===== config.mk =====
export PLATFORM = sky130hd
export DESIGN_NAME = handle_slot_table_unit
export DESIGN_NICKNAME = d
export VERILOG_FILES = /design/src/design/hst_pkg.sv /design/src/design/hst_ctrl.sv /design/src/design/hst_datapath.sv /design/src/design/handle_slot_table_unit.sv
export SDC_FILE = /design/constraint.sdc
export NUM_CORES = 2
export LEC_CHECK = 0
export BUFFER_PORTS_ARGS = -buffer_cell sky130_fd_sc_hd__buf_2
export CAP_MARGIN = 20
export CORE_ASPECT_RATIO = 0.9
export CORE_MARGIN = 1.5
export CORE_UTILIZATION = 53
export DETAILED_ROUTE_END_ITERATION = 8
export PLACE_DENSITY = 0.66
export SLEW_MARGIN = 20
export SYNTH_ARGS = -nofsm -noshare
export SYNTH_HDL_FRONTEND = slang
export SYNTH_MEMORY_MAX_BITS = 65536
export SYNTH_SLANG_ARGS = --single-unit
export TNS_END_PERCENT = 100

===== constraint.sdc =====
create_clock -name clk -period 26.2 [get_ports clk]
set_input_delay 5.24 -clock clk [delete_from_list [all_inputs] [get_ports clk]]
set_output_delay 5.24 -clock clk [all_outputs]
set_load 0.02 [all_outputs]

===== src/design/hst_pkg.sv =====
// Shared types and constants for the handle slot table.
package hst_pkg;

  localparam int OP_W      = 2;
  localparam int HDL_W     = 8;
  localparam int IDX_OUT_W = 8;
  localparam int ST_W      = 2;
  localparam int CNT_OUT_W = 9;

  typedef enum logic [OP_W-1:0] {
    OP_ADD   = 2'd0,
    OP_DEL   = 2'd1,
    OP_LOOK  = 2'd2,
    OP_CLEAR = 2'd3
  } op_t;

  typedef enum logic [ST_W-1:0] {
    ST_OK   = 2'd0,
    ST_FULL = 2'd1,
    ST_BAD  = 2'd2
  } status_t;

  // controller -> datapath
  typedef struct packed {
    logic load_req;     // latch op and handle
    logic scan_first;   // start free scan at the hint word
    logic scan_next;    // advance free scan by one word
    logic commit_add;   // grant scanned handle
    logic commit_del;   // free handle, shrink dense range
    logic commit_move;  // move last dense entry into the gap
    logic res_lookup;
    logic res_full;
    logic res_bad;
    logic clr_start;
    logic clr_step;     // zero one in-use word
    logic res_clear;
    logic push;         // load output register
  } dp_cmd_t;

  // datapath -> controller
  typedef struct packed {
    op_t  req_op;
    logic range_ok;
    logic full;
    logic hdl_live;
    logic idx_ok;
    logic del_last;
    logic scan_hit;
    logic clr_last;
  } dp_status_t;

endpackage


===== src/design/hst_ctrl.sv =====
// Sequencing state machine for the handle slot table.
module hst_ctrl (
  input  logic              clk,
  input  logic              rst_n,
  input  logic              in_valid,
  output logic              in_ready,
  output logic              out_valid,
  input  logic              out_ready,
  input  hst_pkg::dp_status_t sts,
  output hst_pkg::dp_cmd_t    cmd
);
  import hst_pkg::*;

  typedef enum logic [2:0] {
    S_INIT, S_IDLE, S_DECODE, S_HCHK, S_MOVE, S_SCAN, S_CLR, S_PUSH
  } state_t;

  state_t state_r, state_nxt;
  logic   out_valid_r, out_valid_nxt;

  always_comb begin
    cmd           = '0;
    state_nxt     = state_r;
    out_valid_nxt = out_valid_r && !out_ready;
    unique case (state_r)
      S_INIT: begin
        cmd.clr_step = 1'b1;
        if (sts.clr_last) state_nxt = S_IDLE;
      end
      S_IDLE: begin
        if (in_valid) begin
          cmd.load_req = 1'b1;
          state_nxt    = S_DECODE;
        end
      end
      S_DECODE: begin
        unique case (sts.req_op) inside
          OP_ADD: begin
            if (sts.full) begin
              cmd.res_full = 1'b1;
              state_nxt    = S_PUSH;
            end else begin
              cmd.scan_first = 1'b1;
              state_nxt      = S_SCAN;
            end
          end
          OP_DEL, OP_LOOK: begin
            if (!sts.range_ok) begin
              cmd.res_bad = 1'b1;
              state_nxt   = S_PUSH;
            end else begin
              state_nxt = S_HCHK;
            end
          end
          default: begin
            cmd.clr_start = 1'b1;
            state_nxt     = S_CLR;
          end
        endcase
      end
      S_HCHK: begin
        state_nxt = S_PUSH;
        if (!sts.hdl_live) begin
          cmd.res_bad = 1'b1;
        end else if (sts.req_op == OP_LOOK) begin
          cmd.res_lookup = 1'b1;
        end else if (!sts.idx_ok) begin
          cmd.res_bad = 1'b1;
        end else begin
          cmd.commit_del = 1'b1;
          if (!sts.del_last) state_nxt = S_MOVE;
        end
      end
      S_MOVE: begin
        cmd.commit_move = 1'b1;
        state_nxt       = S_PUSH;
      end
      S_SCAN: begin
        if (sts.scan_hit) begin
          cmd.commit_add = 1'b1;
          state_nxt      = S_PUSH;
        end else begin
          cmd.scan_next = 1'b1;
        end
      end
      S_CLR: begin
        cmd.clr_step = 1'b1;
        if (sts.clr_last) begin
          cmd.res_clear = 1'b1;
          state_nxt     = S_PUSH;
        end
      end
      S_PUSH: begin
        if (!out_valid_r || out_ready) begin
          cmd.push      = 1'b1;
          out_valid_nxt = 1'b1;
          state_nxt     = S_IDLE;
        end
      end
      default: state_nxt = S_INIT;
    endcase
  end

  always_ff @(posedge clk) begin
    if (!rst_n) begin
      state_r     <= S_INIT;
      out_valid_r <= 1'b0;
    end else begin
      state_r     <= state_nxt;
      out_valid_r <= out_valid_nxt;
    end
  end

  assign in_ready  = (state_r == S_IDLE);
  assign out_valid = out_valid_r;

endmodule


===== src/design/hst_datapath.sv =====
// Maps, in-use bitmap, counters and result registers of the handle slot table.
module hst_datapath #(
  parameter int CAPACITY = 256
) (
  input  logic                         clk,
  input  logic                         rst_n,
  input  logic [hst_pkg::OP_W-1:0]     in_op,
  input  logic [hst_pkg::HDL_W-1:0]    in_handle,
  input  hst_pkg::dp_cmd_t             cmd,
  output hst_pkg::dp_status_t          sts,
  output logic [hst_pkg::ST_W-1:0]      out_status,
  output logic [hst_pkg::HDL_W-1:0]     out_new_handle,
  output logic [hst_pkg::IDX_OUT_W-1:0] out_dense_index,
  output logic                          out_moved,
  output logic [hst_pkg::HDL_W-1:0]     out_moved_handle,
  output logic [hst_pkg::CNT_OUT_W-1:0] out_entry_count
);
  import hst_pkg::*;

  localparam int HW     = $clog2(CAPACITY);
  localparam int CW     = $clog2(CAPACITY + 1);
  localparam int WORD_W = ((2 ** HW) < 32) ? (2 ** HW) : 32;
  localparam int BIT_W  = $clog2(WORD_W);
  localparam int NWORDS = (CAPACITY + WORD_W - 1) / WORD_W;
  localparam int WIDX_W = (NWORDS > 1) ? $clog2(NWORDS) : 1;
  localparam int FHW    = WIDX_W + BIT_W;

  // storage
  logic [WORD_W-1:0] use_mem [NWORDS];
  logic [HW-1:0]     ioh_mem [CAPACITY];
  logic [HW-1:0]     hoi_mem [CAPACITY];

  logic [WORD_W-1:0] use_rd_r;
  logic [HW-1:0]     ioh_rd_r;
  logic [HW-1:0]     hoi_rd_r;

  // control state
  logic [CW-1:0]     count_r, count_nxt;
  logic [CW-1:0]     hint_r, hint_nxt;
  logic [WIDX_W-1:0] ptr_r, ptr_nxt;

  // latched request and moved-entry index
  op_t               req_op_r;
  logic [HDL_W-1:0]  req_hdl_r;
  logic [HW-1:0]     idx_r;

  // result and output registers
  logic [ST_W-1:0]      res_status_r, out_status_r;
  logic [HDL_W-1:0]     res_newh_r, out_newh_r;
  logic [IDX_OUT_W-1:0] res_dix_r, out_dix_r;
  logic                 res_mv_r, out_mv_r;
  logic [HDL_W-1:0]     res_mh_r, out_mh_r;
  logic [CNT_OUT_W-1:0] res_cnt_r, out_cnt_r;

  logic [HW-1:0]     h_int;
  logic [FHW-1:0]    h_ext;
  logic [WIDX_W-1:0] h_word;
  logic [BIT_W-1:0]  h_bit;
  logic [WIDX_W-1:0] hint_word;
  logic [WIDX_W-1:0] ptr_inc;
  logic [WORD_W-1:0] free_bits;
  logic [BIT_W-1:0]  first_bit;
  logic [FHW-1:0]    new_k_ext;
  logic [HW-1:0]     new_k;
  logic [CW-1:0]     h_cw;
  logic [CW-1:0]     idx_cw;

  logic [WIDX_W-1:0] use_raddr, use_waddr;
  logic [WORD_W-1:0] use_wdata;
  logic              use_we;
  logic [HW-1:0]     ioh_waddr, ioh_wdata, hoi_waddr, hoi_wdata, hoi_raddr;
  logic              ioh_we, hoi_we;

  assign h_int     = HW'(req_hdl_r);
  assign h_ext     = FHW'(h_int);
  assign h_word    = h_ext[FHW-1:BIT_W];
  assign h_bit     = h_ext[BIT_W-1:0];
  assign h_cw      = CW'(h_int);
  assign idx_cw    = CW'(ioh_rd_r);
  assign hint_word = WIDX_W'(32'(hint_r) >> BIT_W);
  assign ptr_inc   = WIDX_W'(ptr_r + 1'b1);
  assign hoi_raddr = HW'(count_r - CW'(1));

  // lowest free handle in the scanned word; bits past capacity count as used
  always_comb begin
    free_bits = '0;
    first_bit = '0;
    for (int b = 0; b < WORD_W; b++) begin
      free_bits[b] = !use_rd_r[b] && (((32'(ptr_r) << BIT_W) + b) < CAPACITY);
    end
    for (int b = WORD_W - 1; b >= 0; b--) begin
      if (free_bits[b]) first_bit = BIT_W'(b);
    end
  end

  assign new_k_ext = {ptr_r, first_bit};
  assign new_k     = HW'(new_k_ext);

  always_comb begin
    sts.req_op   = req_op_r;
    sts.range_ok = (32'(req_hdl_r) < 32'(CAPACITY));
    sts.full     = (count_r == CW'(CAPACITY));
    sts.hdl_live = use_rd_r[h_bit];
    sts.idx_ok   = (idx_cw < count_r);
    sts.del_last = (idx_cw == CW'(count_r - CW'(1)));
    sts.scan_hit = |free_bits;
    sts.clr_last = (ptr_r == WIDX_W'(NWORDS - 1));
  end

  // memory port steering
  always_comb begin
    use_raddr = h_word;
    if (cmd.scan_first) begin
      use_raddr = hint_word;
    end else if (cmd.scan_next) begin
      use_raddr = ptr_inc;
    end

    use_we    = cmd.commit_add || cmd.commit_del || cmd.clr_step;
    use_waddr = cmd.commit_del ? h_word : ptr_r;
    use_wdata = '0;
    if (cmd.commit_add) begin
      use_wdata = use_rd_r | (WORD_W'(1) << first_bit);
    end else if (cmd.commit_del) begin
      use_wdata = use_rd_r & ~(WORD_W'(1) << h_bit);
    end

    ioh_we    = cmd.commit_add || cmd.commit_move;
    ioh_waddr = cmd.commit_add ? new_k : hoi_rd_r;
    ioh_wdata = cmd.commit_add ? HW'(count_r) : idx_r;

    hoi_we    = cmd.commit_add || cmd.commit_move;
    hoi_waddr = cmd.commit_add ? HW'(count_r) : idx_r;
    hoi_wdata = cmd.commit_add ? new_k : hoi_rd_r;
  end

  always_ff @(posedge clk) begin
    if (use_we) use_mem[use_waddr] <= use_wdata;
    use_rd_r <= use_mem[use_raddr];
  end

  always_ff @(posedge clk) begin
    if (ioh_we) ioh_mem[ioh_waddr] <= ioh_wdata;
    ioh_rd_r <= ioh_mem[h_int];
  end

  always_ff @(posedge clk) begin
    if (hoi_we) hoi_mem[hoi_waddr] <= hoi_wdata;
    hoi_rd_r <= hoi_mem[hoi_raddr];
  end

  always_comb begin
    count_nxt = count_r;
    hint_nxt  = hint_r;
    ptr_nxt   = ptr_r;
    if (cmd.commit_add) begin
      count_nxt = count_r + CW'(1);
      hint_nxt  = CW'(new_k) + CW'(1);
    end else if (cmd.commit_del) begin
      count_nxt = count_r - CW'(1);
      hint_nxt  = (h_cw < hint_r) ? h_cw : hint_r;
    end else if (cmd.clr_start) begin
      count_nxt = '0;
      hint_nxt  = '0;
    end
    if (cmd.scan_first) begin
      ptr_nxt = hint_word;
    end else if (cmd.scan_next || cmd.clr_step) begin
      ptr_nxt = ptr_inc;
    end else if (cmd.clr_start) begin
      ptr_nxt = '0;
    end
  end

  always_ff @(posedge clk) begin
    if (!rst_n) begin
      count_r <= '0;
      hint_r  <= '0;
      ptr_r   <= '0;
    end else begin
      count_r <= count_nxt;
      hint_r  <= hint_nxt;
      ptr_r   <= ptr_nxt;
    end
  end

  always_ff @(posedge clk) begin
    if (cmd.load_req) begin
      req_op_r  <= op_t'(in_op);
      req_hdl_r <= in_handle;
    end
    if (cmd.commit_del) idx_r <= ioh_rd_r;

    if (cmd.res_full || cmd.res_bad || cmd.res_clear) begin
      res_status_r <= cmd.res_full ? ST_FULL : (cmd.res_bad ? ST_BAD : ST_OK);
      res_newh_r   <= '0;
      res_dix_r    <= '0;
      res_mv_r     <= 1'b0;
      res_mh_r     <= '0;
      res_cnt_r    <= cmd.res_clear ? '0 : CNT_OUT_W'(count_r);
    end
    if (cmd.res_lookup) begin
      res_status_r <= ST_OK;
      res_newh_r   <= '0;
      res_dix_r    <= IDX_OUT_W'(ioh_rd_r);
      res_mv_r     <= 1'b0;
      res_mh_r     <= '0;
      res_cnt_r    <= CNT_OUT_W'(count_r);
    end
    if (cmd.commit_add) begin
      res_status_r <= ST_OK;
      res_newh_r   <= HDL_W'(new_k);
      res_dix_r    <= IDX_OUT_W'(count_r);
      res_mv_r     <= 1'b0;
      res_mh_r     <= '0;
      res_cnt_r    <= CNT_OUT_W'(count_r + CW'(1));
    end
    if (cmd.commit_del) begin
      res_status_r <= ST_OK;
      res_newh_r   <= '0;
      res_dix_r    <= IDX_OUT_W'(ioh_rd_r);
      res_mv_r     <= 1'b0;
      res_mh_r     <= '0;
      res_cnt_r    <= CNT_OUT_W'(count_r - CW'(1));
    end
    if (cmd.commit_move) begin
      res_mv_r <= 1'b1;
      res_mh_r <= HDL_W'(hoi_rd_r);
    end

    if (cmd.push) begin
      out_status_r <= res_status_r;
      out_newh_r   <= res_newh_r;
      out_dix_r    <= res_dix_r;
      out_mv_r     <= res_mv_r;
      out_mh_r     <= res_mh_r;
      out_cnt_r    <= res_cnt_r;
    end
  end

  assign out_status       = out_status_r;
  assign out_new_handle   = out_newh_r;
  assign out_dense_index  = out_dix_r;
  assign out_moved        = out_mv_r;
  assign out_moved_handle = out_mh_r;
  assign out_entry_count  = out_cnt_r;

endmodule


===== src/design/handle_slot_table_unit.sv =====
// Top level of the handle slot table: dense slot map with lowest-free handle grant.
//
// Usage: one request transaction on in_* (op, handle) yields exactly one
// response transaction on out_*. Add grants the lowest free handle and appends
// it at the next dense index; delete frees a handle and moves the last dense
// entry into the gap (out_moved / out_moved_handle report it); lookup returns
// the dense index of a live handle; clear empties the table.
// One request is in flight at a time: in_ready returns only after the previous
// request has loaded its response. A full table on add, or a handle past
// capacity, is answered straight from decode; lookup and delete check the
// handle first, and a delete that moves an entry takes an extra step. Add scans
// the in-use bitmap word by word (up to 32 handles per word; the scan starts at
// a lowest-free hint, so it is usually one word); clear zeroes it word by word.
// The cost is set by the single read port of the in-use bitmap and the
// dependent map reads of a delete. Reset (rst_n low, synchronous) empties the
// table; afterwards a bitmap clearing pass runs with in_ready low.
// The response sits in an output register: a new request is accepted while a
// response waits, and that request's own response holds until out_ready.
module handle_slot_table_unit #(
  parameter int CAPACITY = 256
) (
  input  logic                          clk,
  input  logic                          rst_n,
  input  logic                          in_valid,
  output logic                          in_ready,
  input  logic [hst_pkg::OP_W-1:0]      in_op,
  input  logic [hst_pkg::HDL_W-1:0]     in_handle,
  output logic                          out_valid,
  input  logic                          out_ready,
  output logic [hst_pkg::ST_W-1:0]      out_status,
  output logic [hst_pkg::HDL_W-1:0]     out_new_handle,
  output logic [hst_pkg::IDX_OUT_W-1:0] out_dense_index,
  output logic                          out_moved,
  output logic [hst_pkg::HDL_W-1:0]     out_moved_handle,
  output logic [hst_pkg::CNT_OUT_W-1:0] out_entry_count
);
  import hst_pkg::*;

  dp_cmd_t    cmd;
  dp_status_t sts;

  // sequencing: request decode, map reads, commit, response push
  hst_ctrl u_ctrl (
    .clk       (clk),
    .rst_n     (rst_n),
    .in_valid  (in_valid),
    .in_ready  (in_ready),
    .out_valid (out_valid),
    .out_ready (out_ready),
    .sts       (sts),
    .cmd       (cmd)
  );

  // both maps, in-use bitmap, live count and response registers
  hst_datapath #(
    .CAPACITY (CAPACITY)
  ) u_dp (
    .clk              (clk),
    .rst_n            (rst_n),
    .in_op            (in_op),
    .in_handle        (in_handle),
    .cmd              (cmd),
    .sts              (sts),
    .out_status       (out_status),
    .out_new_handle   (out_new_handle),
    .out_dense_index  (out_dense_index),
    .out_moved        (out_moved),
    .out_moved_handle (out_moved_handle),
    .out_entry_count  (out_entry_count)
  );

endmodule

==> flow_metrics.py <==
metrics = {
    "logic_synthesis": {
        "synth_edf_count": 4431,
        "seq_area_frac_synth": 0.764,
        "synth_top_family_by_area": "multiplexers",
        "ys_warn_count": 0,
        "synthesis.area_sq_um": 176000,
        "muxShareOfSynthArea": 0.175,
        "syn_avg_cell_area_sq_um": 21.9,
        "synthAdderAreaFrac": 0.00192,
        "synthFlopType": "edfxtp_1",
        "ys_ff_latch": 4515,
        "async_flop_share": 0,
        "synth_compound_gate_area_share": 0.0196,
        "syn_inst": 8044,
        "synth_xor_area_frac": 0.000795,
        "yosysUniqueCellTypes": 77,
        "synth_fp_nets": 8085,
        "yosys.area_share.simple": 0.0246,
    },
    "routing": {
        "drtAntennaViolNets": 0,
        "drc": 0,
        "highest_layer": "met5",
        "met1Wirelength_mm": 172,
        "first_pass_iters": 8,
        "detail_route.wl_per_cell_um": 32.6,
        "drtIter0Drc": 11500,
        "dr_wl_met2_mm": 198,
        "vias": 84600,
        "wl_met3_mm": 40.6,
        "wl_mm": 423,
        "viasPerCell": 6.52,
    },
    "placement": {
        "place_ws_ns": 19.08,
        "dp_hpwl_mm": 249,
        "postPlaceCellArea_sq_um": 182000,
        "gp_congestion": 0.865,
        "place.port_buffers": 51,
    },
    "sta": {
        "finClkSkew_ns": 0.110,
        "rsz0062_at_grt": "no",
        "hold-worst-slack_ns": 0.503,
        "setup_slack_ns": 18.37,
        "slew_violations": 0,
        "slew_headroom": 0.175,
        "worst_pin_slew_ns": 1.23,
        "min_period_ns": 7.83,
        "fin_tns_setup_ns": 0,
        "max_freq_mhz": 128,
        "setup_violations": 0,
        "post-route-period-util": 0.299,
        "hold_violations": 0,
    },
    "cells_and_area": {
        "area_growth_pct": 11.4,
        "final_area_sq_um": 196000,
        "utilization": 0.594,
        "drive_gt1_frac": 0.275,
        "nNetsFinal": 8297,
    },
    "critical_path": {
        "critPathArrivalTime_ns": 2.59,
        "worst_r2r_endpoint": "u_dp.hoi_rd_r[5]",
        "reg2reg_from": "u_dp.count_r[0]",
        "worstPathRequired_ns": 20.96,
        "reg2reg_depth": 11,
        "worstSetupPathType": "reg2out",
        "start_kind": "register",
        "rrSetupSlack_ns": 19.47,
        "crit_fanout": 16,
        "cp-end-kind": "output port",
    },
    "global_route": {
        "grt_max_degree": 241,
        "grt_pass1_wl_mm": 610,
        "grt_pass1_vias": 83900,
        "grt_usage": 0.252,
        "grt_overflow": 0,
        "antenna_found_initial": 18,
    },
    "pwr": {
        "switchingPower_mw": 4.78,
        "powerDensity_nw_per_um2": 90.3,
        "switching_share": 0.270,
        "p_int_mw": 12.9,
        "power_frac_seq": 0.500,
        "power_frac_comb": 0.154,
        "clkPwrFrac": 0.346,
        "p_leak_nw": 59.9,
        "peakVddDrop_mv": 0.122,
    },
    "cts": {
        "cts-root-buf": "clkbuf_16",
        "post_cts_buffers": 0,
        "clk_latency_ns": 0.97,
        "post_cts_resized": 0,
        "cts.sinks": 4515,
        "cts_tree": "done",
        "cts_buffer_depth": 4,
        "cts_buffers": 436,
        "cts-hold-fix-buffers": 0,
        "h-tree-depth": 5,
        "clkSlewWorstSetupHoldPaths_ns": 0.06,
    },
    "floorplan": {
        "die_w_um": 611,
        "row_count": 200,
        "die_area_sq_um": 336000,
        "io-pin-count": 52,
        "start_util": 0.534,
        "core_area_sq_um": 330000,
        "die_h_um": 550,
    },
    "worst_hold_path": {
        "hold_path_depth": 0,
        "min-delay-start": "u_dp.res_mh_r[1]",
        "whs_endpoint": "u_dp.out_moved_handle[1]",
        "hold_class": "reg2reg",
    },
    "run_status": {
        "outcome": "completed",
    },
    "job": {
        "cap_violations": 0,
    },
}
## worst max path at each step
| stage | start | to | slack [ns] |
|---|---|---|---|
| final | u_ctrl.state_r[0] | in_ready | 18.37 |
| after floorplan | u_dp.use_rd_r[26] | u_dp.ioh_mem[0][3] | 12.19 |
| after CTS | u_ctrl.state_r[0] | in_ready | 18.36 |
| after global routing | u_ctrl.state_r[0] | in_ready | 18.36 |
| after detailed placement | out_ready | u_ctrl.state_r[0] | 19.08 |
| after global placement | out_ready | u_ctrl.state_r[0] | 19.01 |
## registers in the layout, summed over array words and instances, names as in the netlist, 9 cells and up
signal                count
u_dp.hoi_mem           2048
u_dp.ioh_mem           2048
u_dp.use_rd_r            32
u_dp.hint_r               9
u_dp.res_cnt_r            9
u_dp.count_r              9
u_dp.use_mem            256
u_dp.out_entry_count      9
## power by group through the flow
stage               logic [mW]  registers [mW]  clock network (mW)
floorplan                 1.54            9.15                   0
global placement          2.63            8.99                   0
detailed placement        2.73            9.00                   0
CTS                       2.73            8.85                6.21
global route              2.87            8.85                6.48
finish                    2.74            8.85                6.13
## kinds of logic (layout without fill, tap and decap cells)
kind of cell             count (synthesis)  after routing
other                                    0              5
XOR/XNOR                                16             16
buffers and inverters                  538           1122
AND/OR/NAND/NOR                        962            962
flip-flops                            4515           4515
multiplexers                          1465           1465
AO/OA/AOI/OAI                          521            521
adder cells (fa/ha/maj)                 27             27
## routing by layer
layer / global-route usage / vias up
li1: - / 34400
met1: 0.378 / 45300
met2: 0.387 / 4225
met3: 0.0463 / 633
met4: 0.0643 / 8
met5: 0 / -
## critical path, stage by stage (launching register included)
cell	delay, ns
dfxtp_1	0.65
nand2b_1	0.20
nor2_1	0.50
buf_2	0.28
## Yosys cell counts, types with 42 or more instances
cell type	count	area share
edfxtp_1	4431	0.75
mux4_2	1290	0.16
nor2_1	492	0.010
clkbuf_1	294	0.0063
nand2_1	147	0.0031
buf_2	122	0.0035
a21oi_1	121	0.0034
mux2i_1	110	0.0062
nor3_1	106	0.0030
o21ai_0	85	0.0024
dfxtp_1	84	0.0095
a22oi_1	68	0.0029
a211oi_1	67	0.0029
mux2_2	56	0.0036
inv_1	43	0.00092
nor2b_1	42	0.0015
## placed cells by master, fill, tap and decap left out, types with 26 or more instances in the layout
cell type / n
clkbuf_1: 79
nor3_1: 57
nor2b_1: 40
buf_4: 185
a221oi_1: 36
a21oi_1: 121
a211oi_1: 67
mux4_2: 1290
mux2i_1: 110
ha_1: 26
clkinv_2: 73
edfxtp_1: 4431
a22oi_1: 68
clkinv_1: 125
nand2b_1: 28
bufinv_16: 35
dfxtp_1: 83
o21ai_0: 75
nand2_1: 128
inv_1: 41
buf_2: 51
o22ai_1: 36
nand3_1: 27
clkbuf_16: 444
mux2_2: 56
nor3_2: 50
nor2_1: 474
## final cells by class
class                   instances  area (sq um)
fillers                     23000        134000
clock inverters               281          2410
well taps                    4343          5430
diodes                          5          12.5
repair buffers                265          2130
flip-flops and latches       4515        135000
clock buffers                 529         11500
inverters                      47           191
multi-input cells            2991         39900
## stage by stage
step,std cells,power [mW]
CTS,13000,17.8
floorplan,8044,10.7
global route,13000,18.2
global placement,12100,11.6
finish,13000,17.7
detailed placement,12200,11.7
No activity file was read; power rests on OpenSTA's default activity.
